### src/sv/letter_bag_similarity_counter_top_macros.svh
// ---------------------------------------------------------------------------
// letter bag similarity counter: assertion macros
// checks are clocked on aclk and disabled while aresetn is low
// ---------------------------------------------------------------------------
`ifndef LETTER_BAG_SIMILARITY_COUNTER_TOP_MACROS_SVH
`define LETTER_BAG_SIMILARITY_COUNTER_TOP_MACROS_SVH

`ifndef SYNTHESIS

// condition implies property in the same cycle
`define LBSC_ASSERT_NOW(name, cond, prop) \
    name: assert property (@(posedge aclk) disable iff (!aresetn) (cond) |-> (prop)) \
        else $error("lbsc assertion failed");

// condition implies property in the next cycle
`define LBSC_ASSERT_NEXT(name, cond, prop) \
    name: assert property (@(posedge aclk) disable iff (!aresetn) (cond) |=> (prop)) \
        else $error("lbsc assertion failed");

`else

`define LBSC_ASSERT_NOW(name, cond, prop)
`define LBSC_ASSERT_NEXT(name, cond, prop)

`endif

`endif

### src/sv/lbsc_pkg.sv
// ---------------------------------------------------------------------------
// lbsc_pkg
// constants and widths shared by the letter bag similarity counter
// ---------------------------------------------------------------------------
package lbsc_pkg;

    // alphabet and field widths
    localparam int unsigned LETTERS   = 26;
    localparam int unsigned CODE_W    = 5;

    // word length limit; letter counts and word lengths never exceed it
    localparam int unsigned MAX_LEN   = 16;
    localparam int unsigned LEN_W     = $clog2(MAX_LEN + 1);

    // saturation of the similar word count
    localparam int unsigned MAX_COUNT = 1023;
    localparam int unsigned TOT_W     = 10;

endpackage

### src/sv/letter_bag_similarity_counter_top.sv
// ---------------------------------------------------------------------------
// letter_bag_similarity_counter_top
// letter multiset comparison of candidate words against a reference word
// ---------------------------------------------------------------------------
//  channel | ports                                         | direction
//  --------+-----------------------------------------------+----------
//  input   | s_valid s_ready s_letter_code s_is_reference  | in
//          | s_last_letter                                 |
//  result  | m_valid m_ready m_similar m_similar_total     | out
//          | m_missing_letters m_extra_letters             |
//          | m_length_overflow                             |
//
//  one letter per cycle sustained unless the input stalls; a letter is read
//  from the two count memories in the cycle it is taken, then updated and
//  written back from the update stage, with forwarding of the last write.
//  reset is synchronous, active low, and needs no clearing pass:
//  table clears are done through per-entry valid bits. the input stalls only
//  while a finished result waits in the output register and the letter in
//  the update stage would also produce one.
// ---------------------------------------------------------------------------
module letter_bag_similarity_counter_top
    import lbsc_pkg::*;
(
    input  logic              aclk,
    input  logic              aresetn,
    // letter requests
    input  logic              s_valid,
    output logic              s_ready,
    input  logic [4:0]        s_letter_code,
    input  logic              s_is_reference,
    input  logic              s_last_letter,
    // result requests
    output logic              m_valid,
    input  logic              m_ready,
    output logic              m_similar,
    output logic [9:0]        m_similar_total,
    output logic [4:0]        m_missing_letters,
    output logic [4:0]        m_extra_letters,
    output logic              m_length_overflow
);

`include "letter_bag_similarity_counter_top_macros.svh"

    // count memories and their valid bits
    logic [LEN_W-1:0]   ref_mem  [0:LETTERS-1];
    logic [LEN_W-1:0]   cand_mem [0:LETTERS-1];
    logic [LEN_W-1:0]   ref_rd_reg, cand_rd_reg;
    logic [LETTERS-1:0] ref_valid_reg, ref_valid_next;
    logic [LETTERS-1:0] cand_valid_reg, cand_valid_next;

    // update stage holding
    logic               s1_valid_reg;
    logic [CODE_W-1:0]  s1_code_reg;
    logic               s1_is_ref_reg;
    logic               s1_last_reg;

    // last write, for forwarding
    logic               fwd_ref_en_reg, fwd_cand_en_reg;
    logic [CODE_W-1:0]  fwd_code_reg;
    logic [LEN_W-1:0]   fwd_ref_val_reg, fwd_cand_val_reg;

    // word state
    logic [LEN_W-1:0]   ref_len_reg, ref_len_next;
    logic [LEN_W-1:0]   cand_len_reg, cand_len_next;
    logic [LEN_W-1:0]   missing_reg, missing_next;
    logic [LEN_W-1:0]   extra_reg, extra_next;
    logic [TOT_W-1:0]   sim_run_reg, sim_run_next;
    logic               mid_word_reg;
    logic               ovf_reg, ovf_next;

    // output register
    logic               m_valid_reg;
    logic               m_similar_reg;
    logic [TOT_W-1:0]   m_total_reg;
    logic [LEN_W-1:0]   m_missing_reg, m_extra_reg;
    logic               m_ovf_reg;

    // stage control and datapath
    logic               s_accept, s_in_range;
    logic               s1_go, s1_result, s1_in_range;
    logic               word_start, clr_ref;
    logic [LEN_W-1:0]   ref_cnt, cand_cnt, ref_cnt_next, cand_cnt_next;
    logic               wr_ref, wr_cand;
    logic               sim;

    // handshake
    assign s1_result  = s1_last_reg && !s1_is_ref_reg;
    assign s1_go      = s1_valid_reg && (!s1_result || !m_valid_reg || m_ready);
    assign s_ready    = !s1_valid_reg || s1_go;
    assign s_accept   = s_valid && s_ready;
    assign s_in_range = s_letter_code < CODE_W'(LETTERS);

    // memory read on accept, write back from the update stage
    always_ff @(posedge aclk) begin
        if (s_accept && s_in_range) begin
            ref_rd_reg  <= ref_mem[s_letter_code];
            cand_rd_reg <= cand_mem[s_letter_code];
        end
        if (s1_go && wr_ref) begin
            ref_mem[s1_code_reg] <= ref_cnt_next;
        end
        if (s1_go && wr_cand) begin
            cand_mem[s1_code_reg] <= cand_cnt_next;
        end
    end

    // update: word start clears, then count the letter
    always_comb begin
        s1_in_range     = s1_code_reg < CODE_W'(LETTERS);
        word_start      = !mid_word_reg;
        clr_ref         = word_start && s1_is_ref_reg;

        ref_len_next    = clr_ref ? '0 : ref_len_reg;
        cand_len_next   = word_start ? '0 : cand_len_reg;
        missing_next    = word_start ? (s1_is_ref_reg ? '0 : ref_len_reg) : missing_reg;
        extra_next      = word_start ? '0 : extra_reg;
        sim_run_next    = clr_ref ? '0 : sim_run_reg;
        ovf_next        = clr_ref ? 1'b0 : ovf_reg;

        ref_valid_next  = clr_ref ? '0 : ref_valid_reg;
        cand_valid_next = word_start ? '0 : cand_valid_reg;

        // effective counts of this letter
        ref_cnt  = '0;
        cand_cnt = '0;
        if (s1_in_range) begin
            if (fwd_ref_en_reg && fwd_code_reg == s1_code_reg) begin
                ref_cnt = fwd_ref_val_reg;
            end else if (ref_valid_reg[s1_code_reg]) begin
                ref_cnt = ref_rd_reg;
            end
            if (fwd_cand_en_reg && fwd_code_reg == s1_code_reg) begin
                cand_cnt = fwd_cand_val_reg;
            end else if (cand_valid_reg[s1_code_reg]) begin
                cand_cnt = cand_rd_reg;
            end
        end
        if (clr_ref) begin
            ref_cnt = '0;
        end
        if (word_start) begin
            cand_cnt = '0;
        end

        ref_cnt_next  = ref_cnt + LEN_W'(1);
        cand_cnt_next = cand_cnt + LEN_W'(1);
        wr_ref        = 1'b0;
        wr_cand       = 1'b0;

        if (s1_in_range) begin
            if (s1_is_ref_reg) begin
                if (ref_len_next >= LEN_W'(MAX_LEN)) begin
                    ovf_next = 1'b1;
                end else begin
                    wr_ref = 1'b1;
                    if (cand_cnt > ref_cnt) begin
                        extra_next = extra_next - LEN_W'(1);
                    end else begin
                        missing_next = missing_next + LEN_W'(1);
                    end
                    ref_len_next = ref_len_next + LEN_W'(1);
                    ref_valid_next[s1_code_reg] = 1'b1;
                end
            end else begin
                if (cand_len_next >= LEN_W'(MAX_LEN)) begin
                    ovf_next = 1'b1;
                end else begin
                    wr_cand = 1'b1;
                    if (cand_cnt < ref_cnt) begin
                        missing_next = missing_next - LEN_W'(1);
                    end else begin
                        extra_next = extra_next + LEN_W'(1);
                    end
                    cand_len_next = cand_len_next + LEN_W'(1);
                    cand_valid_next[s1_code_reg] = 1'b1;
                end
            end
        end

        // verdict at the end of a candidate
        sim = (missing_next <= LEN_W'(1)) && (extra_next <= LEN_W'(1));
        if (s1_result && sim && sim_run_next < TOT_W'(MAX_COUNT)) begin
            sim_run_next = sim_run_next + TOT_W'(1);
        end
    end

    // update stage request register
    always_ff @(posedge aclk) begin
        if (!aresetn) begin
            s1_valid_reg <= 1'b0;
        end else if (s_ready) begin
            s1_valid_reg <= s_valid;
        end
        if (s_accept) begin
            s1_code_reg   <= s_letter_code;
            s1_is_ref_reg <= s_is_reference;
            s1_last_reg   <= s_last_letter;
        end
    end

    // state registers
    always_ff @(posedge aclk) begin
        if (!aresetn) begin
            ref_valid_reg   <= '0;
            cand_valid_reg  <= '0;
            fwd_ref_en_reg  <= 1'b0;
            fwd_cand_en_reg <= 1'b0;
            ref_len_reg     <= '0;
            cand_len_reg    <= '0;
            missing_reg     <= '0;
            extra_reg       <= '0;
            sim_run_reg     <= '0;
            mid_word_reg    <= 1'b0;
            ovf_reg         <= 1'b0;
        end else if (s1_go) begin
            ref_valid_reg   <= ref_valid_next;
            cand_valid_reg  <= cand_valid_next;
            fwd_ref_en_reg  <= wr_ref;
            fwd_cand_en_reg <= wr_cand;
            ref_len_reg     <= ref_len_next;
            cand_len_reg    <= cand_len_next;
            missing_reg     <= missing_next;
            extra_reg       <= extra_next;
            sim_run_reg     <= sim_run_next;
            mid_word_reg    <= !s1_last_reg;
            ovf_reg         <= ovf_next;
        end
    end

    // forwarded values
    always_ff @(posedge aclk) begin
        if (s1_go) begin
            fwd_code_reg     <= s1_code_reg;
            fwd_ref_val_reg  <= ref_cnt_next;
            fwd_cand_val_reg <= cand_cnt_next;
        end
    end

    // output register
    always_ff @(posedge aclk) begin
        if (!aresetn) begin
            m_valid_reg <= 1'b0;
        end else if (s1_go && s1_result) begin
            m_valid_reg <= 1'b1;
        end else if (m_ready) begin
            m_valid_reg <= 1'b0;
        end
        if (s1_go && s1_result) begin
            m_similar_reg <= sim;
            m_total_reg   <= sim_run_next;
            m_missing_reg <= missing_next;
            m_extra_reg   <= extra_next;
            m_ovf_reg     <= ovf_next;
        end
    end

    assign m_valid           = m_valid_reg;
    assign m_similar         = m_similar_reg;
    assign m_similar_total   = m_total_reg;
    assign m_missing_letters = m_missing_reg;
    assign m_extra_letters   = m_extra_reg;
    assign m_length_overflow = m_ovf_reg;

    // checks
    `LBSC_ASSERT_NOW(a_missing_bound, 1'b1, missing_reg <= ref_len_reg)
    `LBSC_ASSERT_NOW(a_ref_len_bound, 1'b1, ref_len_reg <= LEN_W'(MAX_LEN))
    `LBSC_ASSERT_NOW(a_cand_len_bound, 1'b1, cand_len_reg <= LEN_W'(MAX_LEN))
    `LBSC_ASSERT_NEXT(a_ref_clear, s1_go && clr_ref, $countones(ref_valid_reg) <= 1)
    `LBSC_ASSERT_NOW(a_sim_total, m_valid_reg && m_similar_reg, m_total_reg != '0)

endmodule
### config.mk
export PLATFORM = sky130hd
export DESIGN_NAME = letter_bag_similarity_counter_top
export DESIGN_NICKNAME = d
export VERILOG_FILES = /design/src/sv/lbsc_pkg.sv /design/src/sv/letter_bag_similarity_counter_top.sv
export VERILOG_INCLUDE_DIRS = /design/src /design/src/sv
export SDC_FILE = /design/constraint.sdc
export NUM_CORES = 1
export LEC_CHECK = 0
export ABC_CLOCK_PERIOD_IN_PS = 5300
export BUFFER_PORTS_ARGS = -buffer_cell sky130_fd_sc_hd__clkbuf_2
export CORE_MARGIN = 4
export CORE_UTILIZATION = 58
export CTS_BUF_LIST = sky130_fd_sc_hd__clkbuf_8
export DETAILED_ROUTE_END_ITERATION = 10
export PLACE_DENSITY = 0.76
export SYNTH_ARGS = -nofsm -noshare
export SYNTH_HDL_FRONTEND = slang
export SYNTH_SLANG_ARGS = --single-unit
### constraint.sdc
create_clock -name aclk -period 5.3 [get_ports aclk]
set_input_delay 0.53 -clock aclk [delete_from_list [all_inputs] [get_ports aclk]]
set_output_delay 0.53 -clock aclk [all_outputs]
set_load 0.02 [all_outputs]
==> results of run 1 <==
layer usage:
| layer | routed length (um) | global-route usage (%) | share of wire, % | vias up |
|---|---|---|---|---|
| met2 | 19000 | 37.9 | 48 | 534 |
| met4 | 949 | 6.93 | 2.4 | 0 |
| met1 | 16800 | 34.9 | 42 | 5605 |
| li1 | - | - | - | 5181 |
| met5 | 0 | 0 | 0 | - |
| met3 | 2940 | 3.93 | 7.4 | 71 |
worst min-delay path by stage:
stage | cells past startpoint | start | endpoint
3_3_place_gp | 2 | ovf_reg | ovf_reg
2_1_floorplan | 0 | s1_code_reg[3] | fwd_code_reg[3]
6_report | 1 | s_is_reference | s1_is_ref_reg
4_1_cts | 1 | s_last_letter | s1_last_reg
5_1_grt | 1 | s_last_letter | s1_last_reg
3_5_place_dp | 2 | ovf_reg | ovf_reg
cells by family (layout without fill, tap and decap cells):
logic type,Yosys count,in the layout,share of synthesized area [%]
multiplexers,128,128,10.7
AND/OR/NAND/NOR,412,412,11.3
AO/OA/AOI/OAI,248,248,9.08
adder cells (fa/ha/maj),13,13,0.933
XOR/XNOR,25,25,1.30
flip-flops,402,402,64.2
buffers and inverters,102,233,2.49
final cells by class:
cell class                      count  share of cell area [%]
Sequential cell                   402                    57.3
Timing Repair Buffer               90                    3.37
Clock inverter                     53                    1.48
Tap cell                          390                    2.50
Multi-Input combinational cell    826                    30.4
Inverter                           28                   0.538
Clock buffer                       62                    4.37
cells in the final DEF (no fill, tap or decap), types with 9 or more instances in the layout:
cell type | synthesis | final
edfxtp_1 | 314 | 314
nor2_1 | 166 | 161
a21oi_1 | 97 | 96
nand2_1 | 94 | 94
dfxtp_1 | 88 | 88
mux2i_1 | 66 | 64
clkbuf_8 | 0 | 62
inv_1 | 27 | 52
buf_4 | 3 | 52
mux4_2 | 44 | 44
nand3_1 | 38 | 38
clkbuf_2 | 0 | 33
o21ai_0 | 35 | 32
and2_1 | 19 | 18
mux2_2 | 16 | 16
and3_1 | 14 | 14
o211ai_1 | 14 | 14
clkinv_1 | 1 | 12
xnor2_1 | 13 | 12
o22ai_1 | 12 | 12
nor2b_1 | 12 | 12
ha_1 | 13 | 12
o31ai_1 | 11 | 11
o221ai_1 | 11 | 11
clkinv_2 | 0 | 11
a31oi_1 | 10 | 10
nand2b_1 | 9 | 9
nor3_1 | 10 | 9
nand4_1 | 9 | 9
worst max-delay path, stage by stage, from the launching register on:
cell and delay (ns):
edfxtp_1 0.54, buf_12 0.20, mux2_1 0.33, a222oi_1 0.35, mux2i_1 0.19, nor3_2 0.23, nor2_2 0.08, buf_4 0.15
a22oi_2 0.15, nor2_2 0.09, ha_2 0.22, nor2_2 0.10, nand4_1 0.18, o21ai_2 0.22, nand2b_1 0.13, a311oi_1 0.06
a211oi_1 0.33, nand3_1 0.18, a21oi_2 0.24, nand4b_4 0.21, nor4_4 0.45, nand3_1 0.15, xor2_1 0.15
where the power goes:
group	internal [mW]	leakage (nW)	switching, mW
sequential	3.40	3.62	0.0191
combinational	0.135	2.69	0.237
clock	1.20	0.686	1.19
total	4.73	7.00	1.45
timing repair:
| action | CTS | global route |
|---|---|---|
| endpoints found under the setup margin | 0 | 20 |
| setup buffers | 0 | 9 |
| resized for setup | 0 | 25 |
| hold buffers | 0 | 0 |
through the flow:
| step | TNS, ns | setup slack (ns) | hold slack, ns | util (%) | instances |
|---|---|---|---|---|---|
| after floorplan | 0 | 0.362 | 0.421 | - | 1330 |
| after global placement | 0 | 0.219 | 0.456 | 61.3 | 1725 |
| after detailed placement | 0 | 0.0796 | 0.460 | 61.3 | 1725 |
| after CTS | 0 | 0.0276 | 0.108 | 65.1 | 1840 |
| after global routing | -0.508 | -0.108 | 0.0976 | 65.9 | 1851 |
| final | 0 | 0.135 | 0.131 | 65.9 | 1851 |
==> flow_summary.toml, run 1 <==
[routing]
vias_per_cell = 6.15
route.detailed.drc = 0
drt_iter0_drc = 1205
vias = 11391
first_pass_iters = 5
wl_per_cell_um = 21.5
ant_nets = 0
drt_wl_total_um = 39700

[synth]
synth_largest_area_cell = "edfxtp_1"
synth_area_leaders = "edfxtp_1 (54%), dfxtp_1 (10%), mux4_2 (5.7%)"
seq_area_frac_synth_pct = 64.2
synth_top_cells_by_count = "edfxtp_1 (314), nor2_1 (166), a21oi_1 (97)"
synth_nets = 1354
yosysMostFrequentCell = "edfxtp_1"
synthArstFlopShare_pct = 0
synthCells = 1330
yosysUniqueCellTypes = 77
synth_top_area_share_pct = 54.1
synth_edf_count = 314
syn_area_per_cell_sq_um = 13.1
synthFlopType = "edfxtp_1"
synth_area_sq_mm = 0.0174
ys.warnings.count = 0
synth-seq-cells = 402

[global_route]
antenna_found_initial = 0
gr-total-overflow = 0
track_usage_pct = 24.0
grt_max_degree = 69
grt_first_pass_wirelength_um = 62600
grt_pass1_vias = 11171

[layout]
antenna_cells = 0
nets = 1433
reg_top3 = "cand_mem: 130 flops, ref_mem: 130 flops"
seq_area_sq_mm = 0.0112
syn_to_final_growth_pct = 12.0
multiInputGateArea_sq_mm = 0.00594
final_cell_area_sq_mm = 0.0195
drive_gt1_share_pct = 19.3
fill_cells = 2177

[pwr]
ir_drop_v = 0.000247
p_total_mw = 6.18
powerDensity_mw_per_mm2 = 317
power_leakage_nw = 7.00

[cts]
clock_path_buffers = 3
numCtsBuffers = 61
clkLatencyLatePin_ns = 0.64
cts_root_buf = "clkbuf_8"
cts_tree = "done"
cts-htree-levels = 2
numClockSinks = 402
path_clk_slew_ns = 0.06

[sta]
final.min_clock_period_ns = 5.16
timing.fmax_mhz = 194
fin_skew_ns = 0.0428
hold_violations = 0
relSlewSlack_pct = 13.2
setup_viol = 0
post-route-period-util_pct = 97.5
maxSlewViolCount = 0
worstMarginPinSlew_ns = 1.30

[worst_setup_path]
r2r-end = "m_similar_total[5]"
endpoint_kind = "flop"
cp.arrival_ns = 5.53
cp.required_ns = 5.67
regToRegSetupSlack_ns = 0.14
cp-endpoint = "m_similar_total[5]"
r2r_start = "s1_code_reg[1]"
r2r_cells = 22
crit_start = "s1_code_reg[1]"
crit_type = "reg -> reg"
crit_fanout = 6
critPathLaunchType = "flop"

[flow_run]
max_cap_violations = 0

[placement]
io_buffer_count = 34
dpl-instance-area_sq_mm = 0.0182
place_congestion = 0.951
place_hpwl_um = 25900

[floorplanning]
core_area_sq_mm = 0.0296
start_util_pct = 58.8
pin_count = 35
die-area_sq_mm = 0.0329
dieWidth_um = 181
die_y_um = 181
fp-row-count = 63

[worst_hold_path]
hold_path.class = "in -> reg"

[outcome]
status = "complete, no violations"
Power figures use the tool's default switching activity.
==> run 2: changes to the inputs <==
ABC_AREA = 1   (was not set)
PLACE_DENSITY = 0.77   (was 0.76)
SLEW_MARGIN = 20   (was not set)
==> flow_summary.toml, run 2 <==
[pwr]
seq_power_share_pct = 54.8
p_int_mw = 4.71
powerDensity_mw_per_mm2 = 321
power_leakage_nw = 6.90
clockPowerShare_pct = 39.4
ir_drop_v = 0.000337
comb_power_share_pct = 5.8
switching_share_pct = 24.7
p_switching_mw = 1.54

[layout]
final_cell_mix = "nor2_1 (339), edfxtp_1 (314), nand2_1 (297)"
drive_gt1_share_pct = 9.38
fill_cells = 2319
multiInputGateArea_sq_mm = 0.00559
reg_top3 = "cand_mem: 130 flops, ref_mem: 130 flops"
fin_cells = 2298
antenna_cells = 0
layout_commonest_cell = "nor2_1"
nets = 1879
seq_area_sq_mm = 0.0112
syn_to_final_growth_pct = 9.46

[synth]
syn_area_per_cell_sq_um = 9.70
synth_edf_count = 314
synth_top_area_share_pct = 53.1
synth-seq-cells = 402
synthCells = 1830
synth_area_sq_mm = 0.0178
synth_area_leaders = "edfxtp_1 (53%), dfxtp_1 (9.9%), nor2_1 (7.2%)"
yosysUniqueCellTypes = 45
synth_top_cells_by_count = "nor2_1 (339), edfxtp_1 (314), nand2_1 (297)"
synth_nets = 1854
synthFlopType = "edfxtp_1"
seq_area_frac_synth_pct = 63.0
yosysMostFrequentCell = "nor2_1"
ys.warnings.count = 0
synth_largest_area_cell = "edfxtp_1"
synthArstFlopShare_pct = 0

[worst_setup_path]
r2r-end = "m_similar_total[7]"
r2r_start = "mid_word_reg"
regToRegSetupSlack_ns = 0.61
cpPeakStageDelay_ns = 0.76
cp_cell_sequence = "inv_1 > nor2_1 > nor2_1 > inv_1 > o211ai_1 > ha_1 > inv_1 > nor2_4 > nand4_4 > nand2_8 > nand2_1 > nand2_1 > nand3_1 > nand2_1 > nand2_1 > nand2_1 > nand2_1 > nor2_1 > nand4_2 > nand2_1 > nand2_1"
cp_top_family = "simple AND/OR/NAND/NOR gates"
crit_slowest_cell = "dfxtp_1"
endpoint_kind = "flop"
cp.required_ns = 5.64
path_buf_inv = 3
cp_common_cell = "nand2_1"
crit_fanout = 17
crit_type = "reg -> reg"
cp.arrival_ns = 5.03
r2r_cells = 21
critPathLaunchType = "flop"

[outcome]
status = "complete, no violations"

[routing]
wl_per_cell_um = 18.6
drt_wl_total_um = 42700
first_pass_iters = 6
ant_nets = 0
vias_per_cell = 5.81
vias = 13350
drt_iter0_drc = 1792
route.detailed.drc = 0

[global_route]
grt_pass1_vias = 13088
antenna_found_initial = 0
grt_first_pass_wirelength_um = 69100
grt_max_degree = 131
gr-total-overflow = 0
track_usage_pct = 25.7

[sta]
setup_tns_ns = 0
hold_violations = 0
worstMarginPinSlew_ns = 1.05
post-route-period-util_pct = 88.5
fin_hold_ws_ns = 0.122
final.min_clock_period_ns = 4.69
maxSlewViolCount = 0
setup_viol = 0
timing.fmax_mhz = 213
rsz0062_at_grt = "no"
fin_skew_ns = 0.0323
relSlewSlack_pct = 29.9

[placement]
io_buffer_count = 34
place_hpwl_um = 27000
place_congestion = 0.954
dp.cells = 2177

[worst_hold_path]
hold_path.class = "in -> reg"
worstHoldStart = "s_last_letter"
min_path_cells = 1
worstHoldEndpoint = "s1_last_reg"

[cts]
cts_tree = "done"
ctsHoldBuffers = 0
post_cts_buffers = 0
clkLatencyLatePin_ns = 0.59
numClockSinks = 402
path_clk_slew_ns = 0.06
cts-htree-levels = 3
clock_path_buffers = 3
numCtsBuffers = 66
cts_root_buf = "clkbuf_8"

[floorplanning]
die_y_um = 183
start_util_pct = 59.3
die-area_sq_mm = 0.0335
core_area_sq_mm = 0.0300
dieWidth_um = 183
pin_count = 35
fp-row-count = 63

[flow_run]
max_cap_violations = 0
-- run 2: cell types whose count changed after synthesis, moves of 28 or more --
cell      before  now
o21ai_0       35  174
mux2i_1       66    0
nor2_1       166  339
inv_1         27  168
nand2_1       94  297
mux4_2        44    0
o22ai_1       12   66
clkbuf_1      51   79
-- run 2: worst max path at each step --
stage                   startpoint                  to  depth (start not counted)
floorplan           s1_code_reg[0]  m_similar_total[2]                         27
global placement    s1_code_reg[1]      sim_run_reg[6]                         24
detailed placement  s1_code_reg[1]      sim_run_reg[7]                         24
CTS                 s1_code_reg[1]      sim_run_reg[7]                         24
global route          mid_word_reg      sim_run_reg[8]                         22
finish                mid_word_reg  m_similar_total[7]                         21
-- run 2: cell type report --
type | count | share of cell area (%)
sequential | 402 | 57.6
inverter | 177 | 3.45
clock buffer | 68 | 4.82
multi-input combinational | 1158 | 28.8
clock inverter | 53 | 1.29
timing repair buffer | 50 | 1.57
tap | 390 | 2.51
-- run 2: worst register-to-register path, cell delays in order (launching register included) --
cell	delay, ns
dfxtp_1	0.76
inv_1	0.30
nor2_1	0.51
nor2_1	0.15
inv_1	0.17
o211ai_1	0.25
ha_1	0.40
inv_1	0.07
nor2_4	0.15
nand4_4	0.16
nand2_8	0.15
nand2_1	0.09
nand2_1	0.07
nand3_1	0.06
nand2_1	0.07
nand2_1	0.05
nand2_1	0.09
nand2_1	0.09
nor2_1	0.21
nand4_2	0.34
nand2_1	0.23
nand2_1	0.08
-- run 2: repair_timing --
action,in CTS,in global routing
setup endpoints to repair,0,2
gates resized for setup,0,1
endpoints found under the hold margin,0,0
-- run 2: logic make-up (layout without fill, tap and decap cells) --
kind of cell | count (synthesis) | in the layout | synth area share [%]
xor gates and xnor gates | 15 | 15 | 0.740
and+or+nand+nor | 770 | 770 | 18.2
AOI/OAI and AO/OA | 360 | 360 | 11.1
buffers and inverters | 270 | 348 | 5.95
adders and majority gates | 13 | 13 | 0.916
DFF | 402 | 402 | 63.0
-- run 2: power by group through the flow --
stage | sequential, mW | clock [mW] | combinational, mW
after detailed placement | 3.49 | 0 | 0.355
after floorplan | 3.48 | 0 | 0.260
final | 3.42 | 2.46 | 0.362
after global routing | 3.43 | 2.66 | 0.402
after CTS | 3.42 | 2.49 | 0.356
after global placement | 3.49 | 0 | 0.346
-- run 2: metrics by stage --
| stage | total power [mW] | setup slack [ns] | utilization (%) | area [sq um] |
|---|---|---|---|---|
| final | 6.25 | 0.609 | 64.9 | 19400 |
| after global routing | 6.49 | 0.100 | 64.9 | 19400 |
| after CTS | 6.27 | 0.514 | 64.8 | 19400 |
| after detailed placement | 3.84 | 0.487 | 60.8 | 18200 |
| after global placement | 3.84 | 0.832 | 60.7 | 18200 |
| after floorplan | 3.74 | 1.71 | - | 17800 |
-- run 2: layer usage --
layer,GRT usage (%),vias to the layer above,share of wire [%]
met4,7.33,0,2.1
met5,0,-,0
met3,4.76,85,8.5
met1,36.8,6323,42
met2,40.9,653,47
li1,-,6289,-
